`config.mk`:
```
export PLATFORM = sky130hd
export DESIGN_NAME = challenge_scramble_auth_engine_core
export DESIGN_NICKNAME = d
export VERILOG_FILES = /design/src/hw/rtl/csae_pkg.sv /design/src/hw/rtl/csae_round.sv /design/src/hw/rtl/csae_store.sv /design/src/hw/rtl/challenge_scramble_auth_engine_core.sv
export SDC_FILE = /design/constraint.sdc
export NUM_CORES = 2
export LEC_CHECK = 0
export BUFFER_PORTS_ARGS = -buffer_cell sky130_fd_sc_hd__buf_2
export CAP_MARGIN = 30
export CORE_MARGIN = 10
export CORE_UTILIZATION = 39
export CTS_CLUSTER_SIZE = 10
export DETAILED_ROUTE_END_ITERATION = 10
export SETUP_SLACK_MARGIN = 0.2
export SLEW_MARGIN = 20
export SYNTH_ARGS = -nofsm -noshare
export SYNTH_HDL_FRONTEND = slang
export SYNTH_SLANG_ARGS = --single-unit
```
`constraint.sdc`:
```
create_clock -name i_clk -period 38.7 [get_ports i_clk]
set_input_delay 7.74 -clock i_clk [delete_from_list [all_inputs] [get_ports i_clk]]
set_output_delay 7.74 -clock i_clk [all_outputs]
set_load 0.05 [all_outputs]
```
`src/hw/rtl/csae_pkg.sv`:
```
// Package for the challenge scramble authorization engine.
// Holds command codes, key tables, sizes and the byte map functions.
// No dependencies.
`default_nettype none
package csae_pkg;

    localparam int STORE_BYTES = 256;
    localparam int ROUNDS      = 50;
    localparam int ADDR_W      = $clog2(STORE_BYTES);
    localparam int ROUND_W     = 8;

    typedef enum logic [3:0] {
        FN_TICK      = 4'd0,
        FN_INIT      = 4'd1,
        FN_SREAD     = 4'd2,
        FN_CHALLENGE = 4'd3,
        FN_RESPONSE  = 4'd4,
        FN_TRANSFORM = 4'd5,
        FN_DWRITE    = 4'd6,
        FN_DREAD     = 4'd7,
        FN_PROVISION = 4'd8
    } t_func;

    typedef logic [7:0] t_byte;
    typedef t_byte t_scr [11];

    // Round operation selected for the shared unit.
    typedef enum logic [1:0] {
        OP_MIX   = 2'd0,
        OP_SROT  = 2'd1,
        OP_RESP  = 2'd2
    } t_op;

    localparam t_byte KEY_A [5] = '{8'h33, 8'hfb, 8'hc7, 8'h52, 8'hc9};
    localparam t_byte KEY_B [5] = '{8'h29, 8'h91, 8'ha7, 8'hf1, 8'h6b};
    localparam t_byte KEY_C [6] = '{8'h8e, 8'h65, 8'he1, 8'ha3, 8'h74, 8'h33};
    localparam t_byte KEY_D [6] = '{8'h1d, 8'he9, 8'h43, 8'h3f, 8'hb8, 8'h29};

    localparam logic [7:0] INIT_BASE = 8'h40;
    localparam logic [7:0] XFRM_BASE = 8'h47;
    localparam logic [7:0] WIN_LO    = 8'h20;
    localparam logic [7:0] WIN_HI    = 8'h3f;

    // x -> 37x + 5
    function automatic t_byte map_a(input t_byte x);
        logic [13:0] p;
        p = 14'(x) * 14'd37 + 14'd5;
        return p[7:0];
    endfunction

    // x -> 173x + 159
    function automatic t_byte map_b(input t_byte x);
        logic [15:0] p;
        p = 16'(x) * 16'd173 + 16'd159;
        return p[7:0];
    endfunction

endpackage
`default_nettype wire

```
`src/hw/rtl/csae_round.sv`:
```
// One scramble round, the shared unit used once per cycle.
// Depends on csae_pkg.
`default_nettype none
module csae_round (
    input  wire csae_pkg::t_op  i_op,
    input  wire csae_pkg::t_scr i_s,
    output csae_pkg::t_scr      o_s
);
    import csae_pkg::*;

    logic [87:0] w, m;
    logic [39:0] h;
    logic [47:0] g;
    t_scr        r, q;

    always_comb begin
        for (int i = 0; i < 11; i++) r[i] = i_s[i];
        for (int i = 0; i < 11; i++) w[8*i +: 8] = i_s[i];
        m = '0; h = '0; g = '0;
        for (int i = 0; i < 11; i++) q[i] = i_s[i];
        case (i_op)
            OP_MIX: begin
                for (int i = 0; i < 11; i++)
                    m[8*i +: 8] = (i < 6) ? map_a(i_s[i]) : i_s[i];
                m = {m[84:0], m[87:85]};
                for (int i = 0; i < 11; i++) r[i] = m[8*i +: 8];
            end
            OP_SROT: begin
                h = w[87:48];
                h = {h[36:0], h[39:37]};
                for (int i = 0; i < 5; i++) r[6+i] = h[8*i +: 8];
            end
            OP_RESP: begin
                g = w[87:40];
                g = {g[0], g[47:1]};
                for (int i = 0; i < 6; i++) r[5+i] = map_b(g[8*i +: 8]);
            end
            default: begin
                for (int i = 0; i < 11; i++) r[i] = q[i];
            end
        endcase
        o_s = r;
    end
endmodule
`default_nettype wire

```
`src/hw/rtl/csae_store.sv`:
```
// Nonvolatile byte store with a registered read port and per-entry
// written bits standing in for the erased value. Depends on csae_pkg.
`default_nettype none
module csae_store (
    input  wire                         i_clk,
    input  wire                         i_rst_n,
    input  wire                         i_we,
    input  wire [csae_pkg::ADDR_W-1:0]  i_waddr,
    input  wire [7:0]                   i_wdata,
    input  wire [csae_pkg::ADDR_W-1:0]  i_raddr,
    output logic [7:0]                  o_rdata
);
    import csae_pkg::*;

    logic [7:0]             mem [STORE_BYTES];
    logic [STORE_BYTES-1:0] r_vld;
    logic [7:0]             r_rd;
    logic                   r_rv;

    // Memory array: write and registered read.
    always_ff @(posedge i_clk) begin
        if (i_we) mem[i_waddr] <= i_wdata;
        r_rd <= mem[i_raddr];
    end

    // Written bits; an unwritten entry reads as erased.
    always_ff @(posedge i_clk) begin
        if (!i_rst_n) begin
            r_vld <= '0;
            r_rv  <= 1'b0;
        end else begin
            if (i_we) r_vld[i_waddr] <= 1'b1;
            r_rv <= r_vld[i_raddr];
        end
    end

    assign o_rdata = r_rv ? r_rd : 8'hff;
endmodule
`default_nettype wire

```
`src/hw/rtl/challenge_scramble_auth_engine_core.sv`:
```
// Top level of the challenge scramble authorization engine: sequencer,
// scramble register, counters and reply buffer. Depends on csae_pkg,
// csae_round and csae_store.
//
// Channel | Direction | Fields
// in      | input     | func, address, data0..data3
// out     | output    | out_byte, last
//
// Init and transform: 7 key bytes loaded from the store, 50 rounds, a finish step,
// then the reply. Scrambled read: a store read, 50 rounds, a finish step, reply.
// Response: 50 rounds and a finish step, no reply. Tick, direct write, provision:
// no reply; direct read: store read, reply if in window; challenge: counter reply.
// Reset is synchronous, active low; the store reads as erased after reset.
// Reply bytes leave one per ready cycle; input is not ready until the last leaves.
`default_nettype none
module challenge_scramble_auth_engine_core (
    input  wire        i_clk,
    input  wire        i_rst_n,
    input  wire        i_valid,
    output logic       o_ready,
    input  wire [3:0]  i_func,
    input  wire [7:0]  i_address,
    input  wire [7:0]  i_data0,
    input  wire [7:0]  i_data1,
    input  wire [7:0]  i_data2,
    input  wire [7:0]  i_data3,
    output logic       o_valid,
    input  wire        i_ready,
    output logic [7:0] o_out_byte,
    output logic       o_last
);
    import csae_pkg::*;

    typedef enum logic [2:0] {
        S_IDLE, S_LOAD, S_ROUND, S_FINISH, S_READ, S_EMIT
    } t_state;

    t_state            r_state;
    t_func             r_func;
    logic [7:0]        r_addr, r_d0;
    t_scr              r_s, rnd_out;
    logic [31:0]       r_cnt, r_chal;
    logic [ROUND_W-1:0] r_rnd;
    logic [2:0]        r_ld;
    t_byte             r_rep [6];
    logic [2:0]        r_nrep, r_idx;
    t_op               op;
    logic              we;
    logic [ADDR_W-1:0] waddr, raddr;
    logic [7:0]        wdata, rdata, base;

    csae_round u_round (.i_op(op), .i_s(r_s), .o_s(rnd_out));
    csae_store u_store (
        .i_clk(i_clk), .i_rst_n(i_rst_n), .i_we(we), .i_waddr(waddr),
        .i_wdata(wdata), .i_raddr(raddr), .o_rdata(rdata)
    );

    assign o_ready    = (r_state == S_IDLE);
    assign o_valid    = (r_state == S_EMIT);
    assign o_out_byte = r_rep[r_idx];
    assign o_last     = (r_idx == r_nrep - 3'd1);

    // Operation of the shared unit follows the command.
    always_comb begin
        case (r_func)
            FN_SREAD:    op = OP_SROT;
            FN_RESPONSE: op = OP_RESP;
            default:     op = OP_MIX;
        endcase
    end

    // Store read address: key load sequence or the command address.
    assign base  = (r_func == FN_TRANSFORM) ? XFRM_BASE : INIT_BASE;
    assign raddr = (r_state == S_LOAD) ? ADDR_W'(base + 8'(r_ld)) : ADDR_W'(r_addr);

    // Store writes: direct write, provision, and a verified response.
    always_comb begin
        we    = 1'b0;
        waddr = ADDR_W'(r_addr);
        wdata = r_d0;
        if (r_state == S_READ) begin
            if (r_func == FN_PROVISION) we = 1'b1;
            if (r_func == FN_DWRITE && r_addr >= WIN_LO && r_addr <= WIN_HI) we = 1'b1;
        end
        if (r_state == S_FINISH && r_func == FN_RESPONSE) begin
            waddr = ADDR_W'(r_s[6] ^ KEY_B[4]);
            wdata = r_s[5] ^ 8'h1d;
            we = ((r_s[10] ^ KEY_B[0]) == r_chal[7:0])
              && ((r_s[9] ^ KEY_B[1]) == r_chal[15:8])
              && ((r_s[8] ^ KEY_B[2]) == r_chal[23:16])
              && ((r_s[7] ^ KEY_B[3]) == r_chal[31:24])
              && ((r_s[6] ^ KEY_B[4]) < 8'h40);
        end
    end

    // Sequencer, scramble register and counters.
    always_ff @(posedge i_clk) begin
        if (!i_rst_n) begin
            r_state <= S_IDLE;
            r_cnt   <= '0;
            r_chal  <= '0;
            r_nrep  <= '0;
            r_idx   <= '0;
            r_ld    <= '0;
            r_rnd   <= '0;
            r_func  <= FN_TICK;
            for (int i = 0; i < 11; i++) r_s[i] <= '0;
        end else begin
            case (r_state)
                S_IDLE: if (i_valid) begin
                    r_func <= t_func'(i_func);
                    r_addr <= i_address;
                    r_d0   <= i_data0;
                    r_ld   <= '0;
                    r_rnd  <= '0;
                    r_idx  <= '0;
                    r_state <= S_IDLE;
                    case (t_func'(i_func))
                        FN_TICK: begin
                            r_cnt[15:0]  <= r_cnt[15:0] + 16'd1;
                            r_cnt[23:16] <= r_cnt[23:16] - 8'd1;
                            if (r_cnt[23:16] == 8'd0) r_cnt[31:24] <= r_cnt[31:24] + 8'd1;
                        end
                        FN_INIT: r_state <= S_LOAD;
                        FN_TRANSFORM: begin
                            r_s[10] <= i_data0 ^ KEY_B[0];
                            r_s[9]  <= i_data1 ^ KEY_B[1];
                            r_s[8]  <= i_data2 ^ KEY_B[2];
                            r_s[7]  <= i_data3 ^ KEY_B[3];
                            r_state <= S_LOAD;
                        end
                        FN_CHALLENGE: begin
                            r_chal <= r_cnt;
                            for (int i = 0; i < 4; i++) r_rep[i] <= r_cnt[8*i +: 8];
                            r_nrep <= 3'd4;
                            r_state <= S_EMIT;
                        end
                        FN_RESPONSE: begin
                            r_s[10] <= r_s[10] ^ KEY_A[0];
                            r_s[9]  <= r_s[9] ^ KEY_A[1];
                            r_s[8]  <= r_s[8] ^ KEY_A[2];
                            r_s[7]  <= r_s[7] ^ KEY_A[3];
                            r_s[6]  <= i_data0 ^ KEY_A[4];
                            r_s[5]  <= i_data1 ^ 8'h8e;
                            r_s[4]  <= i_data2 ^ 8'h65;
                            r_state <= S_ROUND;
                        end
                        FN_SREAD, FN_DWRITE, FN_DREAD, FN_PROVISION: r_state <= S_READ;
                        default: r_state <= S_IDLE;
                    endcase
                end
                S_LOAD: begin
                    // Read data arrives in the cycle after its address.
                    r_ld <= r_ld + 3'd1;
                    if (r_ld != 3'd0) r_s[7 - 32'(r_ld)] <= rdata;
                    if (r_ld == 3'd7) begin
                        if (r_func == FN_TRANSFORM) r_s[6] <= r_s[6] ^ KEY_B[4];
                        for (int i = 0; i < 6; i++)
                            r_s[5-i] <= ((i == 5) ? rdata : r_s[5-i]) ^ KEY_D[i];
                        r_state <= S_ROUND;
                    end
                end
                S_ROUND: begin
                    r_s <= rnd_out;
                    r_rnd <= r_rnd + ROUND_W'(1);
                    if (r_rnd == ROUND_W'(ROUNDS - 1)) r_state <= S_FINISH;
                end
                S_FINISH: begin
                    r_state <= S_EMIT;
                    case (r_func)
                        FN_SREAD: begin
                            for (int i = 0; i < 5; i++) begin
                                r_s[10-i] <= r_s[10-i] ^ KEY_A[i];
                                r_rep[4-i] <= r_s[10-i] ^ KEY_A[i];
                            end
                            r_nrep <= 3'd5;
                        end
                        FN_RESPONSE: begin
                            for (int i = 0; i < 5; i++) r_s[10-i] <= r_s[10-i] ^ KEY_B[i];
                            r_s[5] <= r_s[5] ^ 8'h1d;
                            r_state <= S_IDLE;
                        end
                        FN_INIT, FN_TRANSFORM: begin
                            for (int i = 0; i < 5; i++) r_s[10-i] <= r_s[10-i] ^ KEY_A[i];
                            for (int i = 0; i < 6; i++) begin
                                r_s[5-i] <= r_s[5-i] ^ KEY_C[i];
                                r_rep[i] <= r_s[5-i] ^ KEY_C[i];
                            end
                            r_nrep <= 3'd6;
                        end
                        default: begin
                        end
                    endcase
                end
                S_READ: begin
                    // Wait state: read data appears next cycle; writes happen here.
                    r_state <= S_IDLE;
                    if (r_func == FN_SREAD || r_func == FN_DREAD) r_state <= S_FINISH;
                    if (r_func == FN_DREAD) r_ld <= 3'd1;
                    if (r_func == FN_SREAD) r_ld <= 3'd2;
                end
                default: begin
                    if (i_ready) begin
                        r_idx <= r_idx + 3'd1;
                        if (o_last) r_state <= S_IDLE;
                    end
                end
            endcase
            // Second step after a read: data is valid now.
            if (r_state == S_FINISH && r_ld == 3'd1) begin
                r_rep[0] <= rdata;
                r_nrep   <= 3'd1;
                r_ld     <= '0;
                r_state  <= (r_addr >= WIN_LO && r_addr <= WIN_HI) ? S_EMIT : S_IDLE;
            end
            if (r_state == S_FINISH && r_ld == 3'd2) begin
                r_s[6]  <= rdata ^ KEY_B[4];
                for (int i = 0; i < 4; i++) r_s[10-i] <= r_s[10-i] ^ KEY_B[i];
                r_ld    <= '0;
                r_rnd   <= '0;
                r_state <= S_ROUND;
            end
        end
    end
endmodule
`default_nettype wire

```
# Word level (Yosys, flattened, before mapping)
# Memory sizes are Yosys's and may differ from the RTL's. A register that Yosys moved wholly into a read port is not among the register bits.
# Index checks and enable logic that the tools add are counted.
# op_classes
shifts	0
bitwise_logic	46
n_eq_ne	73
n_mux	87
order_cmp	8
n_mul	12
n_div	0
n_reduce_logical	73
addsub	21
# ops
op	n
OR 256 bit	1
one-hot mux 56 bit (4 select lines)	1
two-way mux 8 bit	17
one-hot mux 40 bit (3 select lines)	1
two-way mux 56 bit	2
one-hot mux 32 bit (3 select lines)	1
bitwise mux 88 bit	1
two-way mux 88 bit	1
two-way mux 40 bit	2
one-hot mux 40 bit (2 select lines)	1
one-hot mux 32 bit (2 select lines)	1
NOT 4 bit	13
two-way mux 3 bit	17
adder 8 x 3 -> 8 bit (second input constant)	6
adder 8 bit (second input constant)	6
multiplier 8 x 6 -> 8 bit (second input constant)	6
multiplier 8 x 8 -> 8 bit (second input constant)	6
one-hot mux 8 bit (2 select lines)	3
NOT 5 bit	8
two-way mux 38 bit	1
AND reduction 6 bit	6
AND reduction 7 bit	5
greater-or-equal comparator 33 x 5 -> 1 bit (second input constant)	1
< comparator 33 x 1 -> 1 bit (second input constant)	1
other kinds (71)	212
# word_totals
regBits	449
wordCells	378
mem_bits_rw	2096
romBits	0
latch_bits	0
out_inout_bits	11
mem_count	2
in_bits	48
# memory_table
name	depth	word_bits	read_ports	rd_ports_with_merged_regs	write_ports	line_no	source
u_store.mem	256	8	1	1	1	csae_store.sv:15	logic [7:0] mem [STORE_BYTES];
r_rep	6	8	1	1	6	challenge_scramble_auth_engine_core.sv:45	t_byte r_rep [6];

# Longest topological paths before layout
# depth
ltp_word	12
depth_mapped	21
mapped_depth_nobuf	15

# Cells and area by module
# From an unflattened synthesis, not the netlist that was laid out.
# hier_totals
cells_unflattened	7043
hier_area_um2	110638.6
# modules_own_cells
module	seq_area_each_um2	area_per_inst_um2	instances	cells_each
csae_store	66804.1	88638.8	1	4396
challenge_scramble_auth_engine_core	5505.3	14538.9	1	1734
csae_round	0.0	7460.9	1	913

# Worst setup path before layout
# No wires, ideal clock.
# synth_path
kind	register to register
startpoint	reg r_state[0]
endpoint	mem u_store.mem[0][0] (data pin)
t_required_ps	36512
stages_incl_launch_ff	9
n_path_buf	4
synth_period_minus_slack_ps	13742
t_arrival_ps	11553
slack_ps	24958
setup_time_ps	2188
path_cell_list	dfxtp_1 -> buf_2 -> clkinv_1 -> nor2_1 -> nand2_1 -> clkbuf_1 -> buf_1 -> clkbuf_1 -> o21ai_0
# synth_via
elab_chain_cells	3
# synth_rtl
item	line_no	source
start, declared	challenge_scramble_auth_engine_core.sv:38	t_state r_state;
start signal, assigned	challenge_scramble_auth_engine_core.sv:214	r_state <= (r_addr >= WIN_LO && r_addr <= WIN_HI) ? S_EMIT : S_IDLE;
== test 3 x 2 -> 1 bit	challenge_scramble_auth_engine_core.sv:85	if (r_state == S_FINISH && r_func == FN_RESPONSE) begin
logical AND 1 bit	challenge_scramble_auth_engine_core.sv:85	
two-way mux 8 bit	challenge_scramble_auth_engine_core.sv:85	
via u_store.i_wdata[0]	csae_store.sv:9	input wire [7:0] i_wdata,
end, declared	csae_store.sv:15	
# The timed path passes the listed nets, and every way through them passes these cells.

# Worst setup path in the final report
# layout_path
startpoint	reg r_state[0]
endpoint	out o_valid
# layout_via
elab_chain_cells	1
# layout_rtl
item	line_no	source
== test 3 bit	challenge_scramble_auth_engine_core.sv:59	assign o_valid = (r_state == S_EMIT);
end, declared	challenge_scramble_auth_engine_core.sv:27	output logic o_valid,
# No other way between the ends.

==> reports/results.ini <==
[outcome]
run_status=finished, final reports clean

[pwr]
power.ir.vdd_worst_mv=0.0473
power.density_mw_per_mm2=66.3
power.clock.fraction_pct=31.9
switchingPower_mw=3.01
power.sequential.fraction_pct=37.9
p_leak_nw=43.9
comb_power_share_pct=30.3
cellInternalPower_mw=5.37
switching_share_of_power_pct=35.9
totalPowerFinal_mw=8.37

[cells_and_area]
fill_cells=26100
ratio_of_cells_with_drive_above_1_in_the_final_layout_pct=8.60
area_growth_syn_to_layout_pct=12.9
multi_input_comb_area_mm2=0.0362
seqCellArea_mm2=0.0723
fin_nets=10000
layout.cells.most_common=sky130_fd_sc_hd__nand2_1
layout_common_cells=sky130_fd_sc_hd__nand2_1 (2217), sky130_fd_sc_hd__edfxtp_1 (2112), sky130_fd_sc_hd__nand3_1 (721)

[floorplanning]
placementRows=196
start_util_pct=39.2
ios=59
dieArea_mm2=0.309
core_region_area_mm2=0.285
die_x_um=556
die_h_um=556

[place]
place_congestion=0.937
port-buffer-count=58
dp_hpwl_mm=239
dpl_worst_slack_ps=27890

[cts]
cts_resized=0
clk_path_buf_depth=4
hold_fix_buffers_cts=0
worst_setup_hold_path_clk_slew_ps=50
post_cts_buffers=0
clkLatencyLatePin_ps=910
clk_sinks=2556
cts_buffers=306
clock_tree_from_tritoncts=yes
clock_tree.root_cell=sky130_fd_sc_hd__clkbuf_16
htree_levels=5

[synth]
synth_sequential_area_ratio_pct=64.6
synth-warning-count=0
post_synthesis_mean_instance_area_um2=11.6
yosys_most_used_dff=sky130_fd_sc_hd__edfxtp_1
synth_cells=9662
postSynth.asyncResetShare_pct=0
yosysUniqueCellTypes=91
syn-num-nets=9980
synth_edf_count=2112
synthesis.area_mm2=0.112
synth.ff_latch_count=2556

[route]
drc=0
met2_length_mm=171
route.met3.wl_mm=43.8
drt_pass1_iterations=7
top_layer=met5
vias_per_cell=5.95
met1_routed_length_mm=152
routedWlPerCell_um=28.1
finalWirelength_mm=386
num_vias=81700
first_iter_violations=11100
drt.antenna.violating_nets=0

[worst_hold_path]
worst_hold_path_type=reg -> reg

[sta]
slew_viol_final=0
max_slew_headroom_pct=11.3
clock_skew_ps=129
finalHoldViolCount=0
rsz_0062_raised_after_global_routing=false
fmax_mhz=92.3
final_clock_period_utilization_by_the_worst_path_pct=28.0
setup_viol=0
worstMarginPinSlew_ps=1330
min_period_ps=10830
finalSetupTns_ps=0
post-route-worst-setup-slack_ps=27870

[worst_setup_path]
path_class=reg -> out
critical_path.endpoint_type=primary output
crit_fanout=42
cp_data_required_time_ps=30960
setup.worst_path.start_class=register
critical_path_arrival_ps=3090

[global_routing]
grt_util_all_layers_pct=23.9
grt_max_degree=216
grt_antenna_before_repair=17
wire_length_of_the_first_global_routing_pass_mm=551
first_global_vias=76500
global_route.overflow_total=0

[job]
max_cap_violations=0

==> layout make-up <==
cell class	count	area share, %
flip-flops and latches	2556	57.2
multi-input cells	6270	28.7
clock buffers	522	6.88
well taps	3762	3.73
repair buffers	404	2.59
inverters	193	0.575
clock inverters	27	0.321
diodes	6	0.0119
==> worst max-delay path, cell delays in order, from the launching register on <==
cell,delay (ps)
sky130_fd_sc_hd__dfxtp_1,310
sky130_fd_sc_hd__buf_4,430
sky130_fd_sc_hd__clkinv_1,520
sky130_fd_sc_hd__nor2_1,370
sky130_fd_sc_hd__and2_1,320
sky130_fd_sc_hd__buf_2,320
==> state kept, by name, indices dropped and copies added, names as in the netlist, 8 cells and up, named ones only <==
| signal | count |
|---|---|
| r_addr | 8 |
| r_s | 88 |
| u_store.r_rd | 8 |
| r_chal | 32 |
| r_rnd | 8 |
| r_d0 | 8 |
| u_store.mem | 2048 |
| u_store.r_vld | 256 |
| r_cnt | 32 |
| r_rep | 48 |
==> metal layers <==
layer,GRT usage (%),vias up
li1,-,35300
met1,32.4,40800
met2,36.5,4754
met3,5.83,861
met4,10.3,18
met5,0,-
==> per-stage QoR <==
step / utilization [%] / instances / cell area (um^2) / hold slack (ps)
6_report: 44.3 / 13700 / 126000 / 460
5_1_grt: 44.3 / 13700 / 126000 / 475
4_1_cts: 44.0 / 13700 / 126000 / 462
3_5_place_dp: 40.8 / 13100 / 117000 / 452
3_3_place_gp: 40.7 / 13100 / 116000 / 442
2_1_floorplan: - / 9662 / 112000 / 435
==> power groups by stage <==
stage	Clock (mW)	Sequential (mW)	Combinational (mW)
detailed placement	0	3.22	2.46
floorplan	0	3.21	1.57
global placement	0	3.22	2.42
global route	2.81	3.17	2.70
CTS	2.69	3.16	2.48
finish	2.67	3.17	2.53
==> synth_stat cells (150+ instances only) <==
library cell	number	area share (%)
sky130_fd_sc_hd__o21ai_0	195	0.87
sky130_fd_sc_hd__inv_1	190	0.64
sky130_fd_sc_hd__a31oi_1	203	1.1
sky130_fd_sc_hd__nand2_1	2227	7.5
sky130_fd_sc_hd__clkbuf_1	313	1.1
sky130_fd_sc_hd__dfxtp_1	444	7.9
sky130_fd_sc_hd__ha_1	221	2.5
sky130_fd_sc_hd__buf_2	225	1.0
sky130_fd_sc_hd__a21oi_1	402	1.8
sky130_fd_sc_hd__o21a_1	266	1.8
sky130_fd_sc_hd__edfxtp_1	2112	57
sky130_fd_sc_hd__xnor2_1	150	1.2
sky130_fd_sc_hd__mux2i_1	198	1.8
sky130_fd_sc_hd__nand3_1	721	3.2
sky130_fd_sc_hd__nor2_1	523	1.8
==> cells by family (layout without fill, tap and decap cells) <==
logic type      count (synthesis)  after routing  share of synthesized area, %
mux                           229            229                          2.36
xor+xnor                      207            207                          1.62
flops                        2556           2556                          64.6
simple gates                 3887           3887                          14.8
fa+ha+maj                     270            270                          3.35
compound gates               1677           1677                          10.0
other cells                     0              6                             0
buf+inv                       836           1146                          3.23
==> worst paths after layout <==
path,startpoint,endpoint,slack [ps],cells after the start
min,u_store.r_vld[210],u_store.r_vld[210],460,1
min reg2reg,u_store.r_vld[210],u_store.r_vld[210],460,1
max,r_state[0],o_valid,27870,5
max reg2reg,r_func[0],u_store.r_rv,30570,18
Note: power is estimated with default switching activity, not from simulation.
